## src/hdl/dfnr_pkg.sv

```systemverilog
// shared types and constants of the frame-delta nibble run-length encoder
package dfnr_pkg;

  localparam int FRAME_PIXELS = 16384;
  localparam int IDX_W        = $clog2(FRAME_PIXELS);

  localparam int PIXEL_W  = 16;
  localparam int NIB_W    = 4;
  localparam int NIB_LSB  = 12;
  localparam int CODE_W   = 8;
  localparam int PERIOD_W = 7;
  localparam int PHASE_W  = 6;

  localparam logic [NIB_W-1:0]    RUN_MAX      = 4'd15;
  localparam logic [PERIOD_W-1:0] PERIOD_MAX   = 7'd64;
  localparam logic [PERIOD_W-1:0] PERIOD_RESET = 7'd6;

  localparam int QUEUE_DEPTH = 2;

  // one classified pixel on its way from front to back
  typedef struct packed {
    logic [NIB_W-1:0] sym;
    logic             key;
    logic             last;
  } sym_item_t;

  // one output code beat
  typedef struct packed {
    logic [CODE_W-1:0] code;
    logic              key_frame;
    logic              last;
  } code_t;

endpackage

```

## src/hdl/dfnr_queue.sv

```systemverilog
// short fifo of classified symbols between front and back
module dfnr_queue import dfnr_pkg::*; (
  input  logic      clk_i,
  input  logic      rst_ni,
  input  logic      push_i,
  input  sym_item_t push_item_i,
  output logic      full_o,
  input  logic      pop_i,
  output logic      empty_o,
  output sym_item_t pop_item_o
);

  localparam int PTR_W = (QUEUE_DEPTH > 1) ? $clog2(QUEUE_DEPTH) : 1;
  localparam int CNT_W = $clog2(QUEUE_DEPTH + 1);
  localparam logic [PTR_W-1:0] LAST_PTR = PTR_W'(QUEUE_DEPTH - 1);

  sym_item_t        entries_q [QUEUE_DEPTH];
  logic [PTR_W-1:0] wr_ptr_q, wr_ptr_d;
  logic [PTR_W-1:0] rd_ptr_q, rd_ptr_d;
  logic [CNT_W-1:0] count_q, count_d;

  assign full_o     = (count_q == CNT_W'(QUEUE_DEPTH));
  assign empty_o    = (count_q == '0);
  assign pop_item_o = entries_q[rd_ptr_q];

  always_comb begin
    wr_ptr_d = wr_ptr_q;
    rd_ptr_d = rd_ptr_q;
    count_d  = count_q;
    if (push_i) begin
      wr_ptr_d = (wr_ptr_q == LAST_PTR) ? '0 : wr_ptr_q + PTR_W'(1);
    end
    if (pop_i) begin
      rd_ptr_d = (rd_ptr_q == LAST_PTR) ? '0 : rd_ptr_q + PTR_W'(1);
    end
    unique case ({push_i, pop_i})
      2'b10:   count_d = count_q + CNT_W'(1);
      2'b01:   count_d = count_q - CNT_W'(1);
      default: count_d = count_q;
    endcase
  end

  always_ff @(posedge clk_i or negedge rst_ni) begin
    if (!rst_ni) begin
      wr_ptr_q <= '0;
      rd_ptr_q <= '0;
      count_q  <= '0;
    end else begin
      wr_ptr_q <= wr_ptr_d;
      rd_ptr_q <= rd_ptr_d;
      count_q  <= count_d;
    end
  end

  always_ff @(posedge clk_i) begin
    if (push_i) begin
      entries_q[wr_ptr_q] <= push_item_i;
    end
  end

endmodule

```

## config.mk

```make
export PLATFORM = sky130hd
export DESIGN_NAME = dfnr_queue
export DESIGN_NICKNAME = d
export VERILOG_FILES = /design/src/hdl/dfnr_pkg.sv /design/src/hdl/dfnr_queue.sv
export SDC_FILE = /design/constraint.sdc
export NUM_CORES = 1
export LEC_CHECK = 0
export BUFFER_PORTS_ARGS = -buffer_cell sky130_fd_sc_hd__buf_4
export CAP_MARGIN = 20
export CORE_MARGIN = 4
export CORE_UTILIZATION = 35
export CTS_CLUSTER_SIZE = 20
export DETAILED_ROUTE_END_ITERATION = 16
export PLACE_DENSITY = 0.6
export SYNTH_ARGS = -nofsm -noshare
export SYNTH_HDL_FRONTEND = slang
export SYNTH_SLANG_ARGS = --single-unit
```

## constraint.sdc

```tcl
create_clock -name clk_i -period 1.49 [get_ports clk_i]
set_input_delay 0.298 -clock clk_i [delete_from_list [all_inputs] [get_ports clk_i]]
set_output_delay 0.298 -clock clk_i [all_outputs]
set_load 0.05 [all_outputs]
```

Yosys cells after proc, flatten, opt, wreduce, memory -nomap -nowiden
Memories as Yosys holds them, arrays and structs flattened. Index checks and enable logic that the tools add are counted.

$add $sub $neg: 4. Multipliers: 0. Div/mod/pow operators: 0. Order comparisons: 0. Equality and inequality tests: 3. Shifts and indexed selects: 0. Multiplexer cells: 5. Bitwise gates (word level): 0. Reductions and logical operators: 2.

Operator list (number): $eq A2 B2 Y1 const B (2); $mux W1 (4); $pmux W2 S2 (1); $add A1 B1 Y1 const B (2); $add A2 B1 Y2 const B (1); $eq A2 B1 Y1 const B (1); $logic_not A2 Y1 (1); $reduce_bool A2 Y1 (1); $sub A2 B1 Y2 const B (1).

Flip-flop bits (word level): 4. Bits in latches: 0. RAM bits: 12. Memory bits (read-only): 0. Logic and storage cells: 18. Memories kept: 1.

Memory list: entries_q (words 2, width 6, rd ports 1, clocked after Yosys merged registers in 0, wr ports 1, line dfnr_queue.sv:17) `sym_item_t entries_q [QUEUE_DEPTH];`.

Longest topological paths before layout
Depth in word-level cells: 2. Depth in mapped cells: 5. Gate-level depth less buffers: 5.

Worst setup path after synthesis
Ideal clock, no wire load.

Kind: register -> output. Start: reg count_q[0]. End: out empty_o. Data arrival time: 1.070 ns. Required time: 1.192 ns. Setup slack: 0.122 ns. Cell stages (with the launch flop): 2. Buffers on the path: 0. Cells stage by stage: dfrtp_1 -> nor2_1.

Cells in the longest elaborated chain, start to end: 1.

RTL lines: from (decl) (line dfnr_queue.sv:20) `logic [CNT_W-1:0] count_q, count_d;`; from (signal assigned) (line dfnr_queue.sv:51) `count_q <= count_d;`; $logic_not A2 Y1 (line dfnr_queue.sv:23) `assign empty_o = (count_q == '0);`; to (decl) (line dfnr_queue.sv:9) `output logic empty_o,`.

No other way between the ends.

==> results.py <==
metrics = {
    "run_status": {
        "outcome": "finished, violations left",
        "violations": "negative setup slack",
    },
    "timing": {
        "skew_ps": 8.239,
        "rsz0062_at_grt": "yes",
        "worst_tran_pin_value_ps": 312.0,
        "final_period_minus_worst_setup_slack_ps": 1568,
        "min_period_over_period_pct": 105.3,
        "max-slew-margin-rel_pct": 79.20,
        "clock.fmax_mhz": 637.6,
        "fin_tns_setup_ps": -445.0,
        "hold_viol": 0,
        "hold_slack_ps": 190.7,
        "final.setup.worst_slack_ps": -78.29,
        "setup_viol": 6,
        "maxSlewViolCount": 0,
    },
    "logic_synthesis": {
        "syn_inst": 35,
        "postSynthNetCount": 46,
        "synthesized_area_sq_um": 619.3,
        "synth_warnings": 0,
        "yosys-top-cells-area": "sky130_fd_sc_hd__edfxtp_1 58%, sky130_fd_sc_hd__dfrtp_1 16%, sky130_fd_sc_hd__mux2_2 11%",
        "seq_area_frac_synth_pct": 74.34,
        "synthMostInstantiatedCell": "sky130_fd_sc_hd__edfxtp_1",
        "dominantRegCellSynth": "sky130_fd_sc_hd__edfxtp_1",
        "async_flop_share_pct": 25.00,
        "syn-mean-instance-area_sq_um": 17.70,
        "commonest_cells_in_the_netlist": "12 x sky130_fd_sc_hd__edfxtp_1, 6 x sky130_fd_sc_hd__mux2_2, 4 x sky130_fd_sc_hd__dfrtp_1",
        "yosys_register_bits": 16,
        "synthDistinctLibCells": 11,
        "synth_enable_flop_cells": 12,
        "netlist.area_leader.share_pct": 58.18,
        "synth_top_cell_by_area": "sky130_fd_sc_hd__edfxtp_1",
    },
    "cts": {
        "tritoncts_clock_tree": "built",
        "clock_root_buffer_master": "sky130_fd_sc_hd__clkbuf_4",
        "cts.clk_slew.worst_paths_ps": 90,
        "cts.htree.levels": 1,
        "ctsLongestPathBuffers": 2,
        "cts_buffers": 3,
        "clk_latency_ps": 280,
        "clkSinkCount": 16,
    },
    "die": {
        "core_sq_um": 1594,
        "die-area_sq_um": 2507,
        "die_width_microns": 50.07,
        "die_h_microns": 50.07,
        "placementRows": 14,
        "io_count": 18,
        "initial_core_utilization_pct": 38.85,
    },
    "placed_design": {
        "detailedPlacementHpwl_microns": 821.8,
        "place_ws_ps": 115.5,
        "placement.cell_area_sq_um": 779.5,
        "io_buffer_count": 17,
        "gpl.final_weighted_congestion": 0.6308,
    },
    "power_and_ir_drop": {
        "leakagePower_nw": 0.3722,
        "power.density_nw_per_um2": 2111,
        "power_consumption_mw": 1.843,
        "worst_ir_drop_vdd_uv": 1143,
    },
    "route": {
        "drt_pass1_iterations": 3,
        "detailroute.via_count": 344,
        "routedWlPerCell_microns": 13.78,
        "drt.antenna.violating_nets": 0,
        "drc_errors": 0,
        "detail_route.vias_per_cell": 4.195,
        "routed_wire_length_mm": 1.130,
        "first_iter_violations": 7,
    },
    "critical_path": {
        "worstSetupPathType": "reg -> out",
        "start_kind": "flip-flop",
        "cpMaxStageDelayCell": "sky130_fd_sc_hd__dfrtp_2",
        "crit_path_end_kind": "primary output",
        "arrival_time_of_data_at_the_critical_path_endpoint_ps": 1270,
        "regToRegStartpoint": "wr_ptr_q",
        "startpoint": "rd_ptr_q",
        "worst_ep_required_time_ps": 1190,
        "worstPathMaxFanout": 7,
        "worstPathCellList": "mux2_4 -> buf_6",
        "worst_path_largest_cell_delay_ps": 500,
        "register_to_register_setup_slack_ps": 450,
    },
    "grt": {
        "grt_pass1_vias": 394,
        "antenna_found_initial": 0,
        "grt_first_pass_wirelength_mm": 1.828,
        "maximum_number_of_pins_on_one_net_before_global_route_repair": 10,
        "global_route.overflow_total": 0,
        "gr-usage-all-layers_pct": 10.16,
    },
    "min_path": {
        "worst_hold_startpoint": "pop_i",
        "worstHoldPathType": "in -> reg",
    },
    "final_layout": {
        "area_growth_syn_to_layout_pct": 41.01,
        "final_design_area_no_fill_sq_um": 873.3,
        "drive_gt1_share_pct": 51.72,
        "antenna_cells_inserted": 0,
        "finish.net_count": 70,
    },
    "run": {
        "cap_violations": 0,
    },
}
-- state kept, by name, indices dropped and copies added (netlist names) --
register,flops
count_q,2
entries_q,12
rd_ptr_q,1
wr_ptr_q,1
-- where the power goes --
part           internal, mW  switching [mW]
combinational         0.394           0.503
clock                0.0972           0.125
sequential            0.614           0.111
-- area by class of cell --
cell class | count | area (sq um)
fill | 149 | 720.7
sequential | 16 | 461.7
timing repair buffer | 20 | 178.9
multi-input combinational | 17 | 172.7
tap | 24 | 30.03
clock buffer | 3 | 22.52
clock inverter | 1 | 3.754
inverter | 1 | 3.754
-- critical path, delay by kind of cell (launching register included) --
kind,cells,cell delay [ps]
DFF,1,500
muxes,1,330
buffers and inverters,1,150
-- layer usage --
layer  track usage, %  share of wire (%)
met5                0                  0
met4            2.765               0.71
met3            5.120                6.7
met2            19.57                 56
met1            8.969                 37
-- path summary, 6_finish.rpt --
kind                       depth (start not counted)         endpoint
setup reg to reg                                   1  entries_q[1][3]
hold / removal                                     2         rd_ptr_q
hold reg to reg                                    1       count_q[1]
max in group asynchronous                          2         rd_ptr_q
setup / recovery                                   2    pop_item_o[4]
min in group asynchronous                          2         rd_ptr_q
-- cell families after synthesis --
logic type                 Yosys count  share of synthesized area, %
xor gates and xnor gates             5                         7.072
adders and majority gates            1                         2.020
buffers and inverters                2                         1.413
DFF                                 16                         74.34
muxes                                6                         10.91
and+or+nand+nor                      5                         4.243
-- placed cells by master (no fill, tap or decap) --
cell type	n
sky130_fd_sc_hd__xor2_1	3
sky130_fd_sc_hd__dlygate4sd3_1	1
sky130_fd_sc_hd__clkbuf_4	3
sky130_fd_sc_hd__edfxtp_1	12
sky130_fd_sc_hd__nor2_1	3
sky130_fd_sc_hd__inv_1	1
sky130_fd_sc_hd__buf_4	13
sky130_fd_sc_hd__mux2_4	6
sky130_fd_sc_hd__buf_8	1
sky130_fd_sc_hd__dfrtp_1	3
sky130_fd_sc_hd__and2b_2	1
sky130_fd_sc_hd__and2_1	1
sky130_fd_sc_hd__buf_6	5
sky130_fd_sc_hd__xnor2_1	2
sky130_fd_sc_hd__clkinv_1	1
sky130_fd_sc_hd__dfrtp_2	1
sky130_fd_sc_hd__ha_1	1
-- stage by stage --
stage	instances	utilization, %
global route	82	54.79
finish	82	54.79
floorplan	35	-
CTS	82	54.55
detailed placement	76	48.90
global placement	76	48.90
-- what timing repair did --
action                                 4_1_cts  5_1_grt
setup endpoints to repair                    6        6
buffers inserted                             1        0
hold buffers                                 1        0
endpoints found under the hold margin        4        0
resized for setup                           13        1
(Power assumes the default switching activity.)
