File: config.mk
export PLATFORM = sky130hd
export DESIGN_NAME = dfnr_back
export DESIGN_NICKNAME = d
export VERILOG_FILES = /design/src/hdl/dfnr_pkg.sv /design/src/hdl/dfnr_back.sv
export SDC_FILE = /design/constraint.sdc
export NUM_CORES = 1
export LEC_CHECK = 0
export ABC_CLOCK_PERIOD_IN_PS = 2300
export BUFFER_PORTS_ARGS = -buffer_cell sky130_fd_sc_hd__buf_2
export CAP_MARGIN = 20
export CELL_PAD_IN_SITES_DETAIL_PLACEMENT = 2
export CELL_PAD_IN_SITES_GLOBAL_PLACEMENT = 2
export CORE_UTILIZATION = 36
export CTS_CLUSTER_DIAMETER = 50
export CTS_CLUSTER_SIZE = 10
export DETAILED_ROUTE_END_ITERATION = 16
export GPL_ROUTABILITY_DRIVEN = 0
export GPL_TIMING_DRIVEN = 0
export PLACE_DENSITY_LB_ADDON = 0.1
export SLEW_MARGIN = 20
export SYNTH_ARGS = -nofsm -noshare
export SYNTH_HDL_FRONTEND = slang
export SYNTH_SLANG_ARGS = --single-unit
File: constraint.sdc
create_clock -name clk_i -period 2.3 [get_ports clk_i]
set_input_delay 0.115 -clock clk_i [delete_from_list [all_inputs] [get_ports clk_i]]
set_output_delay 0.115 -clock clk_i [all_outputs]
set_load 0.01 [all_outputs]
File: src/hdl/dfnr_pkg.sv
// shared types and constants of the frame-delta nibble run-length encoder
package dfnr_pkg;

  localparam int FRAME_PIXELS = 16384;
  localparam int IDX_W        = $clog2(FRAME_PIXELS);

  localparam int PIXEL_W  = 16;
  localparam int NIB_W    = 4;
  localparam int NIB_LSB  = 12;
  localparam int CODE_W   = 8;
  localparam int PERIOD_W = 7;
  localparam int PHASE_W  = 6;

  localparam logic [NIB_W-1:0]    RUN_MAX      = 4'd15;
  localparam logic [PERIOD_W-1:0] PERIOD_MAX   = 7'd64;
  localparam logic [PERIOD_W-1:0] PERIOD_RESET = 7'd6;

  localparam int QUEUE_DEPTH = 2;

  // one classified pixel on its way from front to back
  typedef struct packed {
    logic [NIB_W-1:0] sym;
    logic             key;
    logic             last;
  } sym_item_t;

  // one output code beat
  typedef struct packed {
    logic [CODE_W-1:0] code;
    logic              key_frame;
    logic              last;
  } code_t;

endpackage

File: src/hdl/dfnr_back.sv
// back: run-length engine with output register and one pending code
module dfnr_back import dfnr_pkg::*; (
  input  logic              clk_i,
  input  logic              rst_ni,
  input  logic              empty_i,
  input  sym_item_t         item_i,
  output logic              pop_o,
  output logic              out_valid_o,
  input  logic              out_stall_i,
  output logic [CODE_W-1:0] code_o,
  output logic              key_frame_o,
  output logic              last_o
);

  logic [NIB_W-1:0] run_sym_q, run_sym_d;
  logic [NIB_W-1:0] run_len_q, run_len_d;
  logic             out_valid_q, out_valid_d;
  logic             pend_valid_q, pend_valid_d;
  code_t            out_q, out_d;
  code_t            pend_q, pend_d;
  code_t            closed_code;
  code_t            final_code;
  logic             closes;
  logic [NIB_W-1:0] new_sym;
  logic [NIB_W-1:0] new_len;
  logic             out_free;

  assign out_free = !out_valid_q || !out_stall_i;
  // pending code goes first, so no item is taken while it waits
  assign pop_o    = !empty_i && out_free && !pend_valid_q;

  assign closes = (run_len_q != '0) &&
                  ((run_len_q >= RUN_MAX) || (item_i.sym != run_sym_q));

  always_comb begin
    if ((run_len_q == '0) || closes) begin
      new_sym = item_i.sym;
      new_len = NIB_W'(1);
    end else begin
      new_sym = run_sym_q;
      new_len = run_len_q + NIB_W'(1);
    end
  end

  assign closed_code.code      = {run_sym_q, run_len_q};
  assign closed_code.key_frame = item_i.key;
  assign closed_code.last      = 1'b0;
  assign final_code.code       = {new_sym, new_len};
  assign final_code.key_frame  = item_i.key;
  assign final_code.last       = 1'b1;

  always_comb begin
    run_sym_d    = run_sym_q;
    run_len_d    = run_len_q;
    out_valid_d  = out_valid_q;
    out_d        = out_q;
    pend_valid_d = pend_valid_q;
    pend_d       = pend_q;
    if (pend_valid_q && out_free) begin
      out_valid_d  = 1'b1;
      out_d        = pend_q;
      pend_valid_d = 1'b0;
    end else if (pop_o) begin
      if (item_i.last) begin
        run_sym_d = '0;
        run_len_d = '0;
      end else begin
        run_sym_d = new_sym;
        run_len_d = new_len;
      end
      if (closes) begin
        out_valid_d = 1'b1;
        out_d       = closed_code;
        if (item_i.last) begin
          pend_valid_d = 1'b1;
          pend_d       = final_code;
        end
      end else if (item_i.last) begin
        out_valid_d = 1'b1;
        out_d       = final_code;
      end else begin
        out_valid_d = 1'b0;
      end
    end else if (out_free) begin
      out_valid_d = 1'b0;
    end
  end

  always_ff @(posedge clk_i or negedge rst_ni) begin
    if (!rst_ni) begin
      run_sym_q    <= '0;
      run_len_q    <= '0;
      out_valid_q  <= 1'b0;
      pend_valid_q <= 1'b0;
    end else begin
      run_sym_q    <= run_sym_d;
      run_len_q    <= run_len_d;
      out_valid_q  <= out_valid_d;
      pend_valid_q <= pend_valid_d;
    end
  end

  always_ff @(posedge clk_i) begin
    out_q  <= out_d;
    pend_q <= pend_d;
  end

  assign out_valid_o = out_valid_q;
  assign code_o      = out_q.code;
  assign key_frame_o = out_q.key_frame;
  assign last_o      = out_q.last;

endmodule

Word level (Yosys, flattened, before mapping)

Index checks and enable logic that the tools add are counted.

Flip-flop bits (word level): 29
Latch bits: 0
Memory bits (writable): 0
ROM bits: 0
Input bits: 10
Output and inout port bits: 12
Logic and storage cells: 52
Memories: 0

$add $sub $neg: 1
$mul: 0
Div/mod/pow operators: 0
Order comparisons: 1
Equal/unequal tests: 1
Shift-type cells: 0
Multiplexer cells: 17
Bitwise logic cells: 1
Reduce and logical (&&, ||, !) cells: 22

Operators by type and width:

| operator                                     | count |
|---|---|
| 2-to-1 mux 10 bit                            | 4 |
| 2-to-1 mux 4 bit                             | 4 |
| 2-to-1 mux 1 bit                             | 9 |
| nonzero test 2 bit                           | 3 |
| nonzero test 3 bit                           | 2 |
| adder 4 x 1 -> 4 bit (second input constant) | 1 |
| >= comparator 4 bit (second input constant)  | 1 |
| logical AND 1 bit                            | 4 |
| zero test 1 bit                              | 4 |
| zero test 4 bit                              | 1 |
| != test 4 bit                                | 1 |
| AND reduction 2 bit                          | 2 |
| AND reduction 4 bit                          | 1 |
| nonzero test 4 bit                           | 1 |
| logical OR 1 bit                             | 3 |
| AND reduction 3 bit                          | 1 |
| inverter 1 bit                               | 1 |

Depth between registers and ports, before layout

Gate-level depths: netlist of the first run.

Depth after elaboration: 9
Gate-level depth with buffers: 7
Gate-level depth less buffers: 6

Least setup slack after synthesis of the first run

No wires, ideal clock.

Path kind: register to register
From: register run_len_q[0]
To: register out_q (netlist bit code_o[0]), enable pin
Library setup time: 293 ps
Arrival time: 1696 ps
Data required time: 2007 ps
Slack: 312 ps
Cell stages (with the launch flop): 7
Path buffers: 1
Clock period less this slack: 1988 ps
Path through: dfrtp_1 > inv_1 > ha_1 > or3b_1 > buf_2 > o21a_1 > o311a_1

Cells in the longest elaborated chain, start to end: 5
Elaborated cells on any way between the ends: 6
Classes of those cells: 1 x order compare; 5 x reduce/logical

Ends and longest elaborated chain:

| what                            | RTL line         | source |
|---|---|---|
| start: declaration              | dfnr_back.sv:16  | `logic [NIB_W-1:0] run_len_q, run_len_d;` |
| start signal: assignment        | dfnr_back.sv:97  | `run_len_q <= run_len_d;` |
| >= comparator 4 bit             | dfnr_back.sv:33  | `((run_len_q >= RUN_MAX) \|\| (item_i.sym != run_sym_q));` |
| logical OR 1 bit                | dfnr_back.sv:33  |  |
| logical AND 1 bit *             | dfnr_back.sv:32  | `assign closes = (run_len_q != '0) &&` |
| nonzero test 3 bit (no line) *  | n/a              |  |
| AND reduction 2 bit (no line) * | n/a              |  |
| end signal: assignment          | dfnr_back.sv:104 | `out_q <= out_d;` |
| end: declaration                | dfnr_back.sv:19  | `code_t out_q, out_d;` |

Mark *: on every way between the ends. The rest lies on a longest branch, timed or not.
A chain may end at the register's enable or synchronous reset.

Worst setup path after layout of the first run

From: register run_len_q[0]
To: register out_q (netlist bit key_frame_o), enable pin

The elaborated chain is that of the path after synthesis.

==> flow_summary.rst, run 1 <==
.. list-table::
   :header-rows: 1

   * - Metric
     - Value
   * - Status
     - completed
   * - Clock tree from TritonCTS
     - done
   * - Number of instances in the synthesized netlist
     - 137
   * - Antenna violations before repair
     - 0
   * - Maximum cell stage delay along the critical path
     - 0.43 ns
   * - Portion of total power attributed to combinational logic
     - 23.3%
   * - Root buffer selected by CTS
     - sky130_fd_sc_hd__clkbuf_8
   * - Number of cells on the worst hold path
     - 1
   * - Final wirelength
     - 4060 um
   * - Minimum hold slack
     - 0.0209 ns
   * - Total power density per cell area
     - 867 mW/mm^2
   * - Total via count in the routed design
     - 1164
   * - Detailed-route wire length per cell
     - 18.9 um
   * - Switching component of the power
     - 460 uW
   * - Routed length on met3
     - 119 um
   * - Warnings, synthesis
     - 0
   * - Top cell type's share of synthesized area
     - 38.4%
   * - DIE AREA
     - 0.00439 sq mm
   * - Post-synth ARST share
     - 34.5%
   * - Number of sinks handled by clock tree synthesis
     - 29
   * - Number of distinct library cell variants in the gate-level netlist after synthesis
     - 40
   * - Final setup slack of the worst path
     - 0.108 ns
   * - Number of enable-type register cells in the synthesized netlist
     - 19
   * - Syn_nets
     - 149
   * - Final layout net count
     - 178
   * - Detailed Route Iter0 Violations
     - 31
   * - Worst flop-to-flop path endpoint
     - key_frame_o$_DFFE_PP_
   * - Routed vias/inst
     - 5.41
   * - First-pass GRT wire length
     - 6480 um
   * - Hold Crit Start
     - item_i[1]
   * - Vert. Die Dim
     - 66.3 um
   * - Clock Latency Late Sink
     - 0.29 ns
   * - Final clock period utilization by the worst path
     - 95.3%
   * - Avg Synthesized Cell Area
     - 10.8 sq um
   * - Fraction of layout instances using a drive strength above 1
     - 21.6%
   * - Largest clock skew in the final design
     - 0.00297 ns
   * - Most frequently used flop master after synthesis
     - sky130_fd_sc_hd__edfxtp_1
   * - Most frequently used cell type in the post-synthesis netlist
     - sky130_fd_sc_hd__edfxtp_1
   * - Deepest level of the CTS H-tree
     - 2
   * - GRT Total Usage
     - 21.1%
   * - Number of filler instances in the final layout
     - 399
   * - Initial cell density of the core
     - 39.1%
   * - Internal power contribution
     - 1080 uW
   * - Num CTS Buffers
     - 5
   * - Maximum vdd drop
     - 380 uV
   * - Crit path cell chain
     - inv_1, ha_1, or3b_1, buf_2, o21a_1, o311a_4
   * - Most instantiated cells after synthesis
     - sky130_fd_sc_hd__edfxtp_1 (19), sky130_fd_sc_hd__nand2_1 (16), sky130_fd_sc_hd__clkbuf_1 (10), sky130_fd_sc_hd__dfrtp_1 (10), sky130_fd_sc_hd__o21ai_0 (10)
   * - Clock-pin slew on the worst setup and hold paths
     - 0.06 ns
   * - Worst EP required
     - 2.32 ns
   * - Die boundary width
     - 66.3 um
   * - Global route total overflow
     - 0
   * - Remaining antenna violation count
     - 0
   * - Critical Path End Type
     - flip-flop
   * - Vias in the first global route
     - 1209
   * - RSZ-0062 raised after global routing
     - no
   * - Measured slew at the worst slew-check pin
     - 0.601 ns
   * - I/O pin total
     - 22
   * - Slowest cell on the critical path
     - sky130_fd_sc_hd__dfrtp_1
   * - Area growth from synthesis to final layout
     - 19.8%
   * - Kind of start point of the critical path
     - flip-flop
   * - Register-to-Register Setup Slack
     - 0.11 ns
   * - Maximum number of pins on one net before global-route repair
     - 11
   * - Number of antenna cells inserted
     - 0
   * - Setup slack after placement
     - -0.00360 ns
   * - Number of cells on the worst reg-to-reg path
     - 6
   * - Final Hold Violating Endpoints
     - 0
   * - Endpoint arrival time on the critical path
     - 2.22 ns
   * - Capture endpoint of the worst hold path
     - pend_q[1]$_DFFE_PP_
   * - Proportion of power drawn by flip-flops and latches
     - 43.5%
   * - Post-synth top area cell
     - sky130_fd_sc_hd__edfxtp_1
   * - Worst-path fanout max
     - 10
   * - Sum Neg Setup Slack
     - 0 ns
   * - Max-slew violation count
     - 0
   * - Switching power as a share of total power
     - 29.8%
   * - Type of the most critical hold path
     - primary input to flip-flop
   * - Length of routed wiring on met1
     - 1850 um
   * - Endpoints failing setup
     - 0
   * - Headroom to the max-slew limit
     - 59.7%
   * - Final period demand of the worst path
     - 2.19 ns
   * - Reg-to-reg startpoint
     - run_len_q[0]$_DFFE_PN0P_
   * - Total number of placement rows
     - 22
   * - Uppermost layer routed
     - met4
   * - Final routed DRC violation total
     - 0
   * - Core footprint
     - 0.00380 sq mm
   * - Port-buffer cells
     - 21
   * - Final HPWL from detailed placement
     - 2740 um
   * - Clock group share of total power
     - 33.2%
   * - Crit path kind
     - flip-flop to flip-flop
   * - Register bit total from synthesis
     - 29
   * - Achievable Freq
     - 0.456 GHz
   * - Synthesized area
     - 0.00149 sq mm
   * - Max-capacitance violation count
     - 0
   * - Amount of wire on met2 after detailed routing
     - 2020 um
   * - Pre-antenna DRT Iters
     - 4
   * - Leakage power
     - 0.000700 uW
   * - Most area-consuming cells after synthesis
     - sky130_fd_sc_hd__edfxtp_1 (38%), sky130_fd_sc_hd__dfrtp_1 (17%), sky130_fd_sc_hd__nand2_1 (4.0%)
   * - Clock Path Buffers
     - 2
   * - Proportion of synthesized chip area in sequential cells
     - 55.2%
==> layer usage <==
| layer | track usage (%) | up-vias |
|---|---|---|
| li1 | - | 557 |
| met1 | 26.8 | 582 |
| met2 | 34.1 | 17 |
| met3 | 4.66 | 8 |
| met4 | 9.57 | 0 |
| met5 | 0 | - |
==> registers in the layout, summed over array words and instances, names as in the netlist <==
name          flops
pend_q            9
code_o            8
run_len_q         4
run_sym_q         4
key_frame_o       1
last_o            1
out_valid_o       1
pend_valid_q      1
==> area by class of cell <==
cell class | instances | area [sq um] | share of cell area (%)
Buffer | 13 | 55.1 | 3.09
Multi-Input combinational cell | 92 | 612 | 34.4
Tap cell | 48 | 60.1 | 3.37
Clock inverter | 2 | 33.8 | 1.90
Sequential cell | 29 | 821 | 46.1
Inverter | 3 | 11.3 | 0.632
Timing Repair Buffer | 22 | 115 | 6.47
Clock buffer | 6 | 72.6 | 4.08
==> layout by cell type (no fill, tap or decap), types with 3 or more instances in the layout <==
cell | Yosys | final
sky130_fd_sc_hd__nand2_1 | 16 | 16
sky130_fd_sc_hd__edfxtp_1 | 19 | 19
sky130_fd_sc_hd__or4_1 | 3 | 3
sky130_fd_sc_hd__mux2i_1 | 4 | 4
sky130_fd_sc_hd__nor2_1 | 5 | 5
sky130_fd_sc_hd__dfrtp_1 | 10 | 10
sky130_fd_sc_hd__clkbuf_8 | 0 | 5
sky130_fd_sc_hd__inv_1 | 3 | 3
sky130_fd_sc_hd__clkbuf_1 | 10 | 11
sky130_fd_sc_hd__o21ai_0 | 10 | 10
sky130_fd_sc_hd__xnor2_1 | 4 | 4
sky130_fd_sc_hd__buf_2 | 2 | 23
sky130_fd_sc_hd__nand2b_1 | 8 | 8
sky130_fd_sc_hd__nand3_1 | 7 | 7
sky130_fd_sc_hd__nor3_1 | 3 | 3
==> critical path, delay by kind of cell (launching register included) <==
| kind | cells | cell delay (ns) |
|---|---|---|
| AND/OR/NAND/NOR | 1 | 0.33 |
| flip-flops | 1 | 0.43 |
| buffers and inverters | 2 | 0.36 |
| adder cells (fa/ha/maj) | 1 | 0.19 |
| AO/OA/AOI/OAI | 2 | 0.62 |
==> power groups by stage <==
| stage | logic [uW] | registers [uW] | clock network, uW |
|---|---|---|---|
| 2_1_floorplan | 205 | 693 | 0 |
| 3_5_place_dp | 346 | 683 | 0 |
| 6_report | 359 | 672 | 513 |
| 3_3_place_gp | 331 | 678 | 0 |
| 4_1_cts | 358 | 672 | 525 |
| 5_1_grt | 395 | 680 | 538 |
==> through the flow <==
| step | cell area (sq um) | std cells | util, % | total power [uW] |
|---|---|---|---|---|
| finish | 1780 | 215 | 46.9 | 1540 |
| CTS | 1770 | 215 | 46.6 | 1550 |
| global route | 1780 | 215 | 46.9 | 1610 |
| floorplan | 1490 | 137 | - | 898 |
| detailed placement | 1650 | 206 | 43.5 | 1030 |
| global placement | 1650 | 206 | 43.5 | 1010 |
==> what timing repair did <==
action,CTS,global route
endpoints found under the setup margin,12,10
buffers inserted,0,0
resized for setup,2,1
hold buffers,1,0
endpoints found under the hold margin,10,0
==> worst max path at each step <==
stage,startpoint,endpoint,slack [ns],depth (start not counted)
2_1_floorplan,run_len_q[0]$_DFFE_PN0P_,code_o[0]$_DFFE_PP_,0.31,6
3_3_place_gp,run_len_q[0]$_DFFE_PN0P_,code_o[6]$_DFFE_PP_,0.03,6
3_5_place_dp,run_len_q[0]$_DFFE_PN0P_,code_o[6]$_DFFE_PP_,-0.004,6
4_1_cts,run_len_q[0]$_DFFE_PN0P_,key_frame_o$_DFFE_PP_,0.03,6
5_1_grt,run_len_q[0]$_DFFE_PN0P_,code_o[6]$_DFFE_PP_,0.008,6
6_report,run_len_q[0]$_DFFE_PN0P_,key_frame_o$_DFFE_PP_,0.11,6
==> logic make-up (layout without fill, tap and decap cells) <==
group / after synthesis / after routing / synth area share, %
AND/OR/NAND/NOR: 54 / 54 / 19.4
flip-flops: 29 / 29 / 55.2
AO/OA/AOI/OAI: 27 / 27 / 13.6
buffers and inverters: 16 / 46 / 4.46
XOR/XNOR: 5 / 5 / 2.95
multiplexers: 4 / 4 / 2.69
adder cells (fa/ha/maj): 2 / 2 / 1.68
(Power assumes the default switching activity.)
==> run 2: changes to the inputs <==
Settings changed: CORE_MARGIN set to 2, CORE_UTILIZATION 36 to 35.
==> flow_summary.rst, run 2 (synthesized netlist as in run 1, its figures left out) <==
.. list-table::
   :header-rows: 1

   * - Metric
     - Value
   * - Largest clock skew in the final design
     - 0.00414 ns (+0.00117 ns)
   * - Number of antenna cells inserted
     - 0 (unchanged)
   * - Hold Crit Start
     - item_i[1]
   * - Final HPWL from detailed placement
     - 2960 um (+8.2%)
   * - Status
     - completed
   * - Commonest cells after routing, fill and taps aside
     - sky130_fd_sc_hd__buf_2 (23), sky130_fd_sc_hd__edfxtp_1 (19), sky130_fd_sc_hd__nand2_1 (16), sky130_fd_sc_hd__clkbuf_1 (11)
   * - Final layout net count
     - 178 (unchanged)
   * - Launch point of the critical path
     - run_len_q[0]$_DFFE_PN0P_
   * - Total power density per cell area
     - 887 mW/mm^2 (+2.3%)
   * - Antenna violations before repair
     - 0 (unchanged)
   * - Leakage power
     - 0.000705 uW (+0.80%)
   * - Number of sinks handled by clock tree synthesis
     - 29 (unchanged)
   * - Final setup slack of the worst path
     - 0.105 ns (-0.00259 ns)
   * - Headroom to the max-slew limit
     - 56.7% (-3.0 points)
   * - Clock Path Buffers
     - 2 (unchanged)
   * - Capture endpoint of the worst hold path
     - pend_q[1]$_DFFE_PP_
   * - Number of cells on the worst reg-to-reg path
     - 6 (unchanged)
   * - Critical Path End Type
     - flip-flop
   * - Fraction of layout instances using a drive strength above 1
     - 22.2% (+0.60 points)
   * - Port-buffer cells
     - 21 (unchanged)
   * - Total number of placement rows
     - 23 (+4.5%)
   * - Endpoints failing setup
     - 0 (unchanged)
   * - Number of filler instances in the final layout
     - 448 (+12%)
   * - Initial cell density of the core
     - 36.6% (-2.5 points)
   * - Deepest level of the CTS H-tree
     - 2 (unchanged)
   * - Share of the core filled with cells
     - 44.2% (-2.7 points)
   * - Core footprint
     - 0.00406 sq mm (+6.8%)
   * - Final period demand of the worst path
     - 2.19 ns (+0.00259 ns)
   * - Achievable Freq
     - 0.456 GHz (-0.12%)
   * - Top register by number of flip-flops
     - pend_q
   * - Combined area of the multi-input logic cells
     - 612 sq um (unchanged)
   * - I/O pin total
     - 22 (unchanged)
   * - Clock-pin slew on the worst setup and hold paths
     - 0.06 ns (about the same)
   * - GRT Total Usage
     - 19.0% (-2.1 points)
   * - Maximum vdd drop
     - 309 uV (-19%)
   * - Reg-to-reg startpoint
     - run_len_q[0]$_DFFE_PN0P_
   * - Endpoint arrival time on the critical path
     - 2.15 ns (-0.07 ns)
   * - Type of the most critical hold path
     - primary input to flip-flop
   * - Routed vias/inst
     - 5.57 (+2.8%)
   * - Num CTS Buffers
     - 5 (unchanged)
   * - DIE AREA
     - 0.00478 sq mm (+9.0%)
   * - Final clock period utilization by the worst path
     - 95.4% (+0.11 points)
   * - Detailed Route Iter0 Violations
     - 70 (+130%)
   * - Number of cells on the worst hold path
     - 1 (unchanged)
   * - Remaining antenna violation count
     - 0 (unchanged)
   * - Crit path kind
     - flip-flop to flip-flop
   * - Root buffer selected by CTS
     - sky130_fd_sc_hd__clkbuf_8
   * - Global route total overflow
     - 0 (unchanged)
   * - Worst EP required
     - 2.26 ns (-0.06 ns)
   * - Kind of start point of the critical path
     - flip-flop
   * - Max-slew violation count
     - 0 (unchanged)
   * - Total via count in the routed design
     - 1208 (+3.8%)
   * - Vias in the first global route
     - 1354 (+12%)
   * - Max-capacitance violation count
     - 0 (unchanged)
   * - Crit path cell chain
     - inv_1, ha_1, or3b_1, buf_2, o21a_1, and3_2
   * - Slowest cell on the critical path
     - sky130_fd_sc_hd__dfrtp_1
   * - Storage element area
     - 821 sq um (unchanged)
   * - Area growth from synthesis to final layout
     - 20.6%
   * - Final wirelength
     - 4200 um (+3.6%)
   * - Clock tree from TritonCTS
     - done
   * - Final routed DRC violation total
     - 0 (unchanged)
   * - Worst-path fanout max
     - 9 (-1)
   * - Pre-antenna DRT Iters
     - 4 (unchanged)
   * - Clock Latency Late Sink
     - 0.28 ns (about the same)
   * - Maximum number of pins on one net before global-route repair
     - 11 (unchanged)
   * - Detailed-route wire length per cell
     - 19.4 um (+2.6%)
   * - Flip-flop count of the largest register after layout
     - 9 (unchanged)
   * - Setup slack after placement
     - -0.0704 ns (-0.0668 ns)
   * - Worst flop-to-flop path endpoint
     - pend_q[3]$_DFFE_PP_
   * - Measured slew at the worst slew-check pin
     - 0.644 ns (+0.0431 ns)
   * - Vert. Die Dim
     - 69.2 um (+4.4%)
   * - Maximum cell stage delay along the critical path
     - 0.45 ns (+0.02 ns)
   * - Register-to-Register Setup Slack
     - 0.11 ns (about the same)
   * - Final Hold Violating Endpoints
     - 0 (unchanged)
   * - Leading cell type in the layout, fill and taps excluded
     - sky130_fd_sc_hd__buf_2
   * - Die boundary width
     - 69.2 um (+4.4%)
   * - First-pass GRT wire length
     - 7020 um (+8.4%)
run 2: cell types whose count changed in the layout (fill, tap and decap cells not counted):
cell and change:
sky130_fd_sc_hd__clkbuf_8 +1, sky130_fd_sc_hd__clkinv_1 -1
run 2: metal layers:
metal	GRT usage (%)	vias up	part of all wire, %
li1	-	560	-
met1	23.6	622	45
met2	33.2	19	51
met3	3.49	7	2.4
met4	6.10	0	1.5
met5	0	-	0
run 2: stage by stage:
step	area (sq um)	hold WS (ns)	power, uW	setup TNS (ns)	std cells
4_1_cts	1780	0.0252	1600	0	217
2_1_floorplan	1490	-0.181	898	0	137
3_5_place_dp	1650	0.00330	1040	-1.04	208
6_report	1790	0.0257	1590	0	217
5_1_grt	1790	0.0289	1670	-0.000892	217
3_3_place_gp	1650	-0.00641	1020	0	208
run 2: final cells by class:
type	count	share of cell area (%)
sequential	29	45.8
multi-input combinational	92	34.1
timing repair buffer	22	6.42
clock buffer	7	4.82
tap	50	3.49
buffer	13	3.07
clock inverter	1	1.67
inverter	3	0.628
run 2: power breakdown:
| group | switching [uW] | internal [uW] |
|---|---|---|
| registers | 40.0 | 635 |
| logic | 234 | 129 |
| clock network | 201 | 353 |
| total | 474 | 1120 |
run 2: worst max path at each step:
stage	end	slack, ns	cells after the start
2_1_floorplan	code_o[0]$_DFFE_PP_	0.31	6
3_3_place_gp	pend_q[9]$_DFFE_PP_	0.006	5
3_5_place_dp	pend_q[1]$_DFFE_PP_	-0.07	6
4_1_cts	code_o[6]$_DFFE_PP_	0.006	6
5_1_grt	pend_q[3]$_DFFE_PP_	-0.0009	6
6_report	pend_q[3]$_DFFE_PP_	0.11	6
run 2: repair_timing:
action,CTS,global route
endpoints found under the hold margin,10,0
buffers inserted,0,0
resized for setup,2,1
setup endpoints to repair,19,10
hold buffers,1,0
run 2: worst max-delay path, delay by kind of cell, from the launching register on:
family,cells,cell delay (ns)
simple gates,2,0.56
flops,1,0.45
buf+inv,2,0.37
compound gates,1,0.27
fa+ha+maj,1,0.22
